[src/assert_macros.svh]
// assertion macros used by the lexer core rtl file
`ifndef ASSERT_MACROS_SVH
`define ASSERT_MACROS_SVH

`ifndef NO_ASSERTIONS

// property checked on every rising edge outside reset
`define ASSERT_CLK(lbl, clk, rstn, prop, msg) \
  lbl: assert property (@(posedge clk) disable iff (!rstn) (prop)) else $error(msg);

// condition that must never be seen outside reset
`define ASSERT_NEVER(lbl, clk, rstn, cond, msg) \
  `ASSERT_CLK(lbl, clk, rstn, !(cond), msg)

`else

`define ASSERT_CLK(lbl, clk, rstn, prop, msg)
`define ASSERT_NEVER(lbl, clk, rstn, cond, msg)

`endif

`endif

[src/alx_pkg.sv]
// types, character codes and helpers for the assembly line lexer
package alx_pkg;

  localparam int unsigned NameMaxDef = 15;
  localparam int unsigned NameBits   = 128;
  localparam int unsigned QueueDepth = 4;

  typedef enum logic [2:0] {
    ModeIdle,
    ModeComment,
    ModeNumLead,
    ModeNumBody,
    ModeAddr,
    ModeIndr,
    ModeIndrClose,
    ModeCmd
  } lex_mode_e;

  typedef enum logic [1:0] {
    StatToken = 2'd0,
    StatEnd   = 2'd1,
    StatError = 2'd2
  } status_e;

  typedef enum logic [2:0] {
    KindComma   = 3'd0,
    KindCommand = 3'd1,
    KindLabel   = 3'd2,
    KindReg     = 3'd3,
    KindImm     = 3'd4,
    KindAddr    = 3'd5,
    KindIndr    = 3'd6
  } kind_e;

  localparam logic [7:0] ChSemi   = 8'h3B;
  localparam logic [7:0] ChComma  = 8'h2C;
  localparam logic [7:0] ChR      = 8'h52;
  localparam logic [7:0] ChHash   = 8'h23;
  localparam logic [7:0] ChAt     = 8'h40;
  localparam logic [7:0] ChLParen = 8'h28;
  localparam logic [7:0] ChRParen = 8'h29;
  localparam logic [7:0] ChColon  = 8'h3A;
  localparam logic [7:0] ChPlus   = 8'h2B;
  localparam logic [7:0] ChMinus  = 8'h2D;
  localparam logic [7:0] ChZero   = 8'h30;
  localparam logic [7:0] ChNine   = 8'h39;
  localparam logic [7:0] ChSpace  = 8'h20;
  localparam logic [7:0] ChTab    = 8'h09;
  localparam logic [7:0] ChLf     = 8'h0A;
  localparam logic [7:0] ChVt     = 8'h0B;
  localparam logic [7:0] ChFf     = 8'h0C;
  localparam logic [7:0] ChCr     = 8'h0D;

  typedef struct packed {
    status_e     status;
    kind_e       kind;
    logic [31:0] number;
    logic [4:0]  name_length;
    logic [63:0] name_low;
    logic [63:0] name_high;
    logic        last;
  } result_t;

  function automatic logic is_space(input logic [7:0] c);
    return (c == ChSpace) || (c == ChTab) || (c == ChLf) ||
           (c == ChVt) || (c == ChFf) || (c == ChCr);
  endfunction

  function automatic logic is_digit(input logic [7:0] c);
    return (c >= ChZero) && (c <= ChNine);
  endfunction

  function automatic logic ends_name(input logic [7:0] c);
    return (c == ChComma) || (c == ChSpace) || (c == ChLf);
  endfunction

endpackage

[src/assembly_line_lexer_core.sv]
// assembly line lexer: byte stream in, tokens out through a small result queue
// results of an accepted byte are registered into the result queue and offered on the output behind any older results
// throughput: one byte per cycle while the input is not stalled; a byte yields zero, one or two results
// input stalls while the four-entry result queue holds three or more results
// an item with two results is offered one result at a time, the second marked by last_of_run_o
// reset (asynchronous, active low) empties the queue and returns to idle between tokens
`include "assert_macros.svh"

module assembly_line_lexer_core #(
  parameter int unsigned NameMax = alx_pkg::NameMaxDef
) (
  input  logic                clk_i,
  input  logic                rst_ni,
  input  logic                in_valid_i,
  output logic                in_ready_o,
  input  logic [7:0]          byte_in_i,
  input  logic                end_of_input_i,
  output logic                out_valid_o,
  input  logic                out_ready_i,
  output logic [1:0]          status_o,
  output logic [2:0]          token_kind_o,
  output logic signed [31:0]  number_o,
  output logic [4:0]          name_length_o,
  output logic [63:0]         name_low_o,
  output logic [63:0]         name_high_o,
  output logic                last_of_run_o
);
  import alx_pkg::*;

  localparam int unsigned NameBytes = NameMax + 1;
  localparam logic [4:0]  CntBytes  = 5'(NameBytes);
  localparam logic [4:0]  CntMax    = 5'(NameMax);
  localparam int unsigned PtrW      = $clog2(QueueDepth);
  localparam int unsigned CntW      = $clog2(QueueDepth + 1);

  typedef logic [NameBytes-1:0][7:0] name_buf_t;

  // lexer state
  lex_mode_e   mode_q, mode_d;
  name_buf_t   name_q, name_d;
  logic [4:0]  cnt_q, cnt_d;
  logic [31:0] acc_q, acc_d;
  logic        neg_q, neg_d;
  logic        seen_q, seen_d;
  logic        failed_q, failed_d;
  logic        imm_q, imm_d;

  // result queue
  result_t             queue_q [QueueDepth];
  logic [PtrW-1:0]     wr_ptr_q, rd_ptr_q;
  logic [CntW-1:0]     qcnt_q;

  logic       in_acc, pop;
  logic [7:0] c;
  result_t    res_a, res_b, slot0, slot1, head;
  logic       va, vb;
  logic [1:0] push_cnt;

  name_buf_t  buf_app;
  logic [4:0] cnt_app;
  logic [34:0] prod;
  logic [31:0] limit;
  logic        ovf;

  function automatic result_t name_res(input kind_e k, input name_buf_t b,
                                       input logic [4:0] n);
    result_t r;
    logic [NameBits-1:0] w;
    r = '0;
    w = NameBits'(b);
    r.status      = StatToken;
    r.kind        = k;
    r.name_length = n;
    r.name_low    = w[63:0];
    r.name_high   = w[127:64];
    return r;
  endfunction

  // a trailing colon turns a command into a label and is dropped
  function automatic result_t cmd_res(input name_buf_t b, input logic [4:0] n);
    name_buf_t bb;
    logic      lab;
    bb  = b;
    lab = 1'b0;
    for (int i = 0; i < NameBytes; i++) begin
      if (n == 5'(i + 1) && b[i] == ChColon) begin
        lab   = 1'b1;
        bb[i] = '0;
      end
    end
    return name_res(lab ? KindLabel : KindCommand, bb, lab ? n - 5'd1 : n);
  endfunction

  function automatic result_t stat_res(input status_e s);
    result_t r;
    r = '0;
    r.status = s;
    return r;
  endfunction

  assign c      = byte_in_i;
  assign in_acc = in_valid_i && in_ready_o;

  // name with the current byte appended
  always_comb begin
    buf_app = name_q;
    cnt_app = cnt_q;
    for (int i = 0; i < NameBytes; i++) begin
      if (cnt_q == 5'(i)) buf_app[i] = c;
    end
    if (cnt_q < CntBytes) cnt_app = cnt_q + 5'd1;
  end

  // next decimal digit and overflow check against the signed range
  always_comb begin
    prod  = {acc_q, 3'b000} + {2'b00, acc_q, 1'b0} + 35'(c[3:0]);
    limit = neg_q ? 32'h8000_0000 : 32'h7FFF_FFFF;
    ovf   = prod > 35'(limit);
  end

  always_comb begin
    result_t num_r;
    logic    do_idle, clr, do_fail, bad;

    mode_d   = mode_q;
    name_d   = name_q;
    cnt_d    = cnt_q;
    acc_d    = acc_q;
    neg_d    = neg_q;
    seen_d   = seen_q;
    failed_d = failed_q;
    imm_d    = imm_q;
    res_a    = '0;
    res_b    = '0;
    va       = 1'b0;
    vb       = 1'b0;
    do_idle  = 1'b0;
    clr      = 1'b0;
    do_fail  = 1'b0;
    bad      = 1'b0;

    num_r        = '0;
    num_r.status = StatToken;
    num_r.kind   = imm_q ? KindImm : KindReg;
    num_r.number = neg_q ? (32'd0 - acc_q) : acc_q;

    if (end_of_input_i) begin
      if (!failed_q) begin
        unique case (mode_q)
          ModeNumBody: begin
            if (seen_q) begin
              va    = 1'b1;
              res_a = num_r;
            end else begin
              bad = 1'b1;
            end
          end
          ModeNumLead, ModeIndr, ModeIndrClose: bad = 1'b1;
          ModeAddr: begin
            if (cnt_q != 5'd0) begin
              va    = 1'b1;
              res_a = name_res(KindAddr, name_q, cnt_q);
            end else begin
              bad = 1'b1;
            end
          end
          ModeCmd: begin
            if (cnt_q >= 5'd2) begin
              va    = 1'b1;
              res_a = cmd_res(name_q, cnt_q);
            end else begin
              bad = 1'b1;
            end
          end
          default: ;
        endcase
        vb    = 1'b1;
        res_b = stat_res(bad ? StatError : StatEnd);
      end
      mode_d   = ModeIdle;
      clr      = 1'b1;
      failed_d = 1'b0;
      imm_d    = 1'b0;
    end else if (!failed_q) begin
      unique case (mode_q)
        ModeComment: begin
          if (c == ChLf) mode_d = ModeIdle;
        end
        ModeNumLead: begin
          if (is_space(c)) begin
          end else if (c == ChPlus || c == ChMinus) begin
            neg_d  = (c == ChMinus);
            mode_d = ModeNumBody;
          end else if (is_digit(c)) begin
            if (ovf) begin
              do_fail = 1'b1;
            end else begin
              acc_d  = prod[31:0];
              seen_d = 1'b1;
              mode_d = ModeNumBody;
            end
          end else begin
            do_fail = 1'b1;
          end
        end
        ModeNumBody: begin
          if (is_digit(c)) begin
            if (ovf) begin
              do_fail = 1'b1;
            end else begin
              acc_d  = prod[31:0];
              seen_d = 1'b1;
            end
          end else if (seen_q) begin
            va      = 1'b1;
            res_a   = num_r;
            do_idle = 1'b1;
          end else begin
            do_fail = 1'b1;
          end
        end
        ModeAddr: begin
          if (ends_name(c)) begin
            if (cnt_q == 5'd0) begin
              do_fail = 1'b1;
            end else begin
              va      = 1'b1;
              res_a   = name_res(KindAddr, name_q, cnt_q);
              do_idle = 1'b1;
            end
          end else begin
            name_d = buf_app;
            cnt_d  = cnt_app;
            if (cnt_app >= CntMax) begin
              va     = 1'b1;
              res_a  = name_res(KindAddr, buf_app, cnt_app);
              mode_d = ModeIdle;
              clr    = 1'b1;
            end
          end
        end
        ModeIndr: begin
          if (c == ChRParen) begin
            if (cnt_q == 5'd0) begin
              do_fail = 1'b1;
            end else begin
              va     = 1'b1;
              res_a  = name_res(KindIndr, name_q, cnt_q);
              mode_d = ModeIdle;
              clr    = 1'b1;
            end
          end else begin
            name_d = buf_app;
            cnt_d  = cnt_app;
            if (cnt_app >= CntMax) mode_d = ModeIndrClose;
          end
        end
        ModeIndrClose: begin
          if (c == ChRParen) begin
            va     = 1'b1;
            res_a  = name_res(KindIndr, name_q, cnt_q);
            mode_d = ModeIdle;
            clr    = 1'b1;
          end else begin
            do_fail = 1'b1;
          end
        end
        ModeCmd: begin
          if (ends_name(c)) begin
            if (cnt_q < 5'd2) begin
              do_fail = 1'b1;
            end else begin
              va      = 1'b1;
              res_a   = cmd_res(name_q, cnt_q);
              do_idle = 1'b1;
            end
          end else begin
            name_d = buf_app;
            cnt_d  = cnt_app;
            if (cnt_app >= CntBytes) begin
              va     = 1'b1;
              res_a  = cmd_res(buf_app, cnt_app);
              mode_d = ModeIdle;
              clr    = 1'b1;
            end
          end
        end
        default: do_idle = 1'b1;
      endcase
    end

    if (do_fail) begin
      va       = 1'b1;
      res_a    = stat_res(StatError);
      failed_d = 1'b1;
      mode_d   = ModeIdle;
      clr      = 1'b1;
    end

    if (clr || do_idle) begin
      name_d = '0;
      cnt_d  = 5'd0;
      acc_d  = 32'd0;
      neg_d  = 1'b0;
      seen_d = 1'b0;
    end

    // a byte read while idle, or the byte that ended a token without being part of it, starts whatever follows
    if (do_idle) begin
      mode_d = ModeIdle;
      priority if (is_space(c)) begin
      end else if (c == ChSemi) begin
        mode_d = ModeComment;
      end else if (c == ChComma) begin
        vb         = 1'b1;
        res_b      = stat_res(StatToken);
        res_b.kind = KindComma;
      end else if (c == ChR || c == ChHash) begin
        imm_d  = (c == ChHash);
        mode_d = ModeNumLead;
      end else if (c == ChAt) begin
        mode_d = ModeAddr;
      end else if (c == ChLParen) begin
        mode_d = ModeIndr;
      end else begin
        name_d[0] = c;
        cnt_d     = 5'd1;
        mode_d    = ModeCmd;
      end
    end
  end

  // pack results into queue slots and mark the last one of the item
  always_comb begin
    slot0    = va ? res_a : res_b;
    slot1    = res_b;
    push_cnt = 2'(va) + 2'(vb);
    if (!in_acc) push_cnt = 2'd0;
    if (va && vb) slot1.last = 1'b1;
    else          slot0.last = 1'b1;
  end

  always_ff @(posedge clk_i or negedge rst_ni) begin
    if (!rst_ni) begin
      mode_q   <= ModeIdle;
      name_q   <= '0;
      cnt_q    <= 5'd0;
      acc_q    <= 32'd0;
      neg_q    <= 1'b0;
      seen_q   <= 1'b0;
      failed_q <= 1'b0;
      imm_q    <= 1'b0;
    end else if (in_acc) begin
      mode_q   <= mode_d;
      name_q   <= name_d;
      cnt_q    <= cnt_d;
      acc_q    <= acc_d;
      neg_q    <= neg_d;
      seen_q   <= seen_d;
      failed_q <= failed_d;
      imm_q    <= imm_d;
    end
  end

  assign head        = queue_q[rd_ptr_q];
  assign out_valid_o = (qcnt_q != '0);
  assign pop         = out_valid_o && out_ready_i;
  assign in_ready_o  = (qcnt_q <= CntW'(QueueDepth - 2));

  always_ff @(posedge clk_i) begin
    if (push_cnt != 2'd0) queue_q[wr_ptr_q] <= slot0;
    if (push_cnt == 2'd2) queue_q[wr_ptr_q + PtrW'(1)] <= slot1;
  end

  always_ff @(posedge clk_i or negedge rst_ni) begin
    if (!rst_ni) begin
      wr_ptr_q <= '0;
      rd_ptr_q <= '0;
      qcnt_q   <= '0;
    end else begin
      wr_ptr_q <= wr_ptr_q + PtrW'(push_cnt);
      if (pop) rd_ptr_q <= rd_ptr_q + PtrW'(1);
      qcnt_q <= qcnt_q + CntW'(push_cnt) - CntW'(pop);
    end
  end

  assign status_o      = head.status;
  assign token_kind_o  = head.kind;
  assign number_o      = signed'(head.number);
  assign name_length_o = head.name_length;
  assign name_low_o    = head.name_low;
  assign name_high_o   = head.name_high;
  assign last_of_run_o = head.last;

  `ASSERT_NEVER(a_queue_overflow, clk_i, rst_ni, qcnt_q > CntW'(QueueDepth), "result queue overflow")
  `ASSERT_CLK(a_push_needs_accept, clk_i, rst_ni, (push_cnt != 2'd0) |-> in_acc, "results pushed without a transaction")
  `ASSERT_CLK(a_failed_silent, clk_i, rst_ni, (in_acc && failed_q && !end_of_input_i) |-> (push_cnt == 2'd0), "result produced after a syntax error")
  `ASSERT_CLK(a_end_resets, clk_i, rst_ni, (in_acc && end_of_input_i) |=> (mode_q == ModeIdle && !failed_q && cnt_q == 5'd0), "end marker did not restore idle state")
  `ASSERT_NEVER(a_name_bound, clk_i, rst_ni, cnt_q > CntBytes, "name count beyond buffer")

endmodule
[config.mk]
export PLATFORM = sky130hd
export DESIGN_NAME = assembly_line_lexer_core
export DESIGN_NICKNAME = d
export VERILOG_FILES = /design/src/alx_pkg.sv /design/src/assembly_line_lexer_core.sv
export VERILOG_INCLUDE_DIRS = /design/src /design/src/src
export SDC_FILE = /design/constraint.sdc
export NUM_CORES = 2
export LEC_CHECK = 0
export BUFFER_PORTS_ARGS = -buffer_cell sky130_fd_sc_hd__buf_2
export CORE_ASPECT_RATIO = 1.1
export CORE_MARGIN = 5
export CORE_UTILIZATION = 50
export DETAILED_ROUTE_END_ITERATION = 8
export GPL_TIMING_DRIVEN = 1
export HOLD_SLACK_MARGIN = 0.02
export PLACE_DENSITY = 0.67
export SLEW_MARGIN = 20
export SYNTH_ARGS = -nofsm -noshare
export SYNTH_HDL_FRONTEND = slang
export SYNTH_SLANG_ARGS = --single-unit
[constraint.sdc]
create_clock -name clk_i -period 10.39 [get_ports clk_i]
set_input_delay 0.5195 -clock clk_i [delete_from_list [all_inputs] [get_ports clk_i]]
set_output_delay 0.5195 -clock clk_i [all_outputs]
set_load 0.03 [all_outputs]
==> flow_summary.ini <==
[place]
gp_congestion = 1.00
dp.cells = 4933
post-place-ws_ns = 1.79
dpl.hpwl_um = 80300
numPortBuffers = 185

[timing]
finClkSkew_ns = 0.0285
finalSetupViolations = 0
slew_violations = 0
fin_ws_ns = 1.90
relSlewSlack_pct = 26.6
finalHoldViolCount = 0
rsz0062_at_grt = no
max_freq_mhz = 118
fin_crit_sh_pct = 81.7
setup_tns_ns = 0
min_period_ns = 8.49
tightest_slew_ns = 1.10

[global_routing]
grt-ovfl-total = 0
antenna_found_initial = 5
grt_util_all_layers_pct = 28.3
grt_pass1_wl_um = 196000
grt_pass1_vias = 32400
grt_max_degree = 105

[worst_hold_path]
min_path_type = in -> reg
hp-start = out_ready_i

[power_and_ir_drop]
internal-power_mw = 5.86
combPwrFrac_pct = 20.5
power.leakage_nw = 18.0
irDropWorstVdd_uv = 277
switching_power_mw = 2.77
p_clk_share_pct = 38.0
p_sw_share_pct = 32.1
p_seq_share_pct = 41.5
power_density_nw_per_um2 = 190

[die]
core-area_um2 = 81500
start_util_pct = 50.1
die_w_um = 283
rows = 110
boundaryPins = 186
dieArea_um2 = 87500
die_h_um = 310

[route]
via_per_inst = 6.64
met1_length_um = 54500
vias = 33900
dr.max_layer_used = met5
drt_iter0_drc = 3679
postRouteAntennaNets = 0
drcViolationCount = 0
routed-wl-met3_um = 9210
postRouteWirelength_um = 128000
firstDrtPassIters = 8
wl_per_cell_um = 25.1
dr_wl_met2_um = 59500

[finish]
fin_nets = 4089
area_growth_pct = 11.2
final_cells = 5103
fill_cells = 7184
regArea_um2 = 18300
multi_input_area_um2 = 21100
finish.utilization_pct = 55.7
drive_gt1_share_pct = 14.9

[synth]
synth.distinct_cells = 90
async_flop_share_pct = 20.7
synth_area_um2 = 40800
synthCells = 3960
synth_top_flop_cell = dfxtp_1
synth.net_count = 4087
synth-edff-count = 12
yosys_warnings = 0
yosysSeqAreaShare_pct = 44.8
syn_avg_cell_area_um2 = 10.3
synth_seq_cells = 863

[clock_tree]
htreeDepth = 3
cts_setup_buffers = 0
cts_buffer_depth = 3
cts-root-buf = clkbuf_16
cts_buffers = 90
ctsResizeCount = 0
clkLatencyLatePin_ns = 0.67
cts.sinks = 863
cts_tree = done
clk_pin_slew_ns = 0.06

[job]
drv.max_cap_violation_count = 0

[critical_path]
crit_path_max_incr_delay_ns = 0.83
cpMostUsedCell = ha_1
arrival_ns = 9.02
cp_slowest_cell = a2111oi_0
crit_fanout = 60
setup.worst_path.start = acc_q[1]
crit_type = reg -> reg
worst_setup_path_end_kind = register
reg2reg_depth = 25
endpoint = queue_q[0][169]
r2r_slack_ns = 1.90
reg2reg_to = queue_q[0][169]
r2r-start = acc_q[1]
cp.required_ns = 10.92
critPathLaunchType = register

[outcome]
status = complete, no violations
[power groups by stage]
stage | registers [mW] | clock network [mW] | logic [mW]
finish | 3.58 | 3.28 | 1.77
global route | 3.59 | 3.46 | 1.87
CTS | 3.57 | 3.32 | 1.75
detailed placement | 3.64 | 0 | 1.75
global placement | 3.64 | 0 | 1.74
floorplan | 3.51 | 0 | 1.33
[final cells by class]
class	instances	share of cell area, %
repair buffers	245	3.22
clock buffers	136	5.88
flip-flops and latches	863	40.3
multi-input cells	2712	46.5
diodes	3	0.0165
clock inverters	30	0.744
inverters	50	0.413
well taps	1064	2.93
[what timing repair did]
action                                  CTS  global route
endpoints found under the setup margin    0             0
endpoints found under the hold margin    74             0
hold buffers                              1             0
[flip-flops by register name, indices dropped and copies added (netlist names), 2 cells and up]
name and flops:
mode_q 3, queue_q 684, qcnt_q 3, name_q 128, rd_ptr_q 2, acc_q 32
cnt_q 5, wr_ptr_q 2
[per-layer routing]
| layer | vias up | GRT usage (%) |
|---|---|---|
| li1 | 15200 | - |
| met1 | 16900 | 38.8 |
| met2 | 1427 | 45.6 |
| met3 | 302 | 4.36 |
| met4 | 4 | 10.4 |
| met5 | - | 0 |
[worst min-delay path by stage]
stage / end / depth (start not counted)
finish: rd_ptr_q[0] / 3
detailed placement: queue_q[1][166] / 2
CTS: rd_ptr_q[0] / 3
floorplan: acc_q[0] / 0
global route: rd_ptr_q[0] / 3
global placement: queue_q[2][83] / 2
[cell usage after synthesis (33+ instances only)]
master       n  share of area, %
dfxtp_1    672                33
a22o_1     516                11
nand2_1    421               3.9
o21ai_0    321               3.9
clkbuf_1   246               2.3
dfrtp_1    179                11
mux4_2     171               9.4
nor2_1     162               1.5
a21oi_1    161               2.0
a22oi_1    137               2.5
o2bb2ai_1  125               2.7
ha_1       111               3.4
inv_1       49              0.45
buf_1       48              0.44
nand3_1     44              0.54
xnor2_1     38              0.81
a21o_1      33              0.61
xor2_1      33              0.71
[placed cells by master, fill, tap and decap left out, drive strengths merged, types with 16 or more instances in the layout]
cell type | netlist | routed
a21o | 33 | 33
a21oi | 162 | 162
a22o | 516 | 516
a22oi | 137 | 137
a31oi | 21 | 21
buf | 85 | 243
clkbuf | 250 | 137
clkinv | 1 | 16
dfrtp | 179 | 179
dfxtp | 672 | 672
ha | 111 | 111
inv | 49 | 55
mux4 | 171 | 171
nand2 | 421 | 421
nand3 | 44 | 44
nand4 | 29 | 29
nor2 | 168 | 168
nor3 | 32 | 32
nor4bb | 32 | 32
o21ai | 333 | 333
o2bb2ai | 125 | 125
or3 | 18 | 18
xnor2 | 38 | 38
xor2 | 33 | 33
[critical path, delay by kind of cell, from the launching register on]
family / cells / cell delay [ns]
compound gates: 11 / 3.50
fa+ha+maj: 5 / 1.77
buf+inv: 3 / 1.45
simple gates: 5 / 0.96
flops: 1 / 0.46
xor+xnor: 1 / 0.22
[kinds of logic (layout without fill, tap and decap cells)]
| family | count (synthesis) | count (layout) | share of synthesized area (%) |
|---|---|---|---|
| xor gates and xnor gates | 71 | 71 | 1.52 |
| and+or+nand+nor | 860 | 860 | 10.1 |
| DFF | 863 | 863 | 44.8 |
| adders and majority gates | 114 | 114 | 3.55 |
| AOI/OAI and AO/OA | 1487 | 1487 | 26.6 |
| buffers and inverters | 385 | 461 | 3.75 |
| muxes | 180 | 180 | 9.67 |
| other | 0 | 3 | 0 |
[stage by stage]
stage,hold WS [ns],total power [mW],instance area (um^2)
3_5_place_dp,0.437,5.39,42400
5_1_grt,0.263,8.92,45400
2_1_floorplan,0.224,4.84,40800
4_1_cts,0.219,8.65,45400
6_report,0.239,8.63,45400
3_3_place_gp,0.428,5.38,42400
Power figures use the tool's default switching activity.
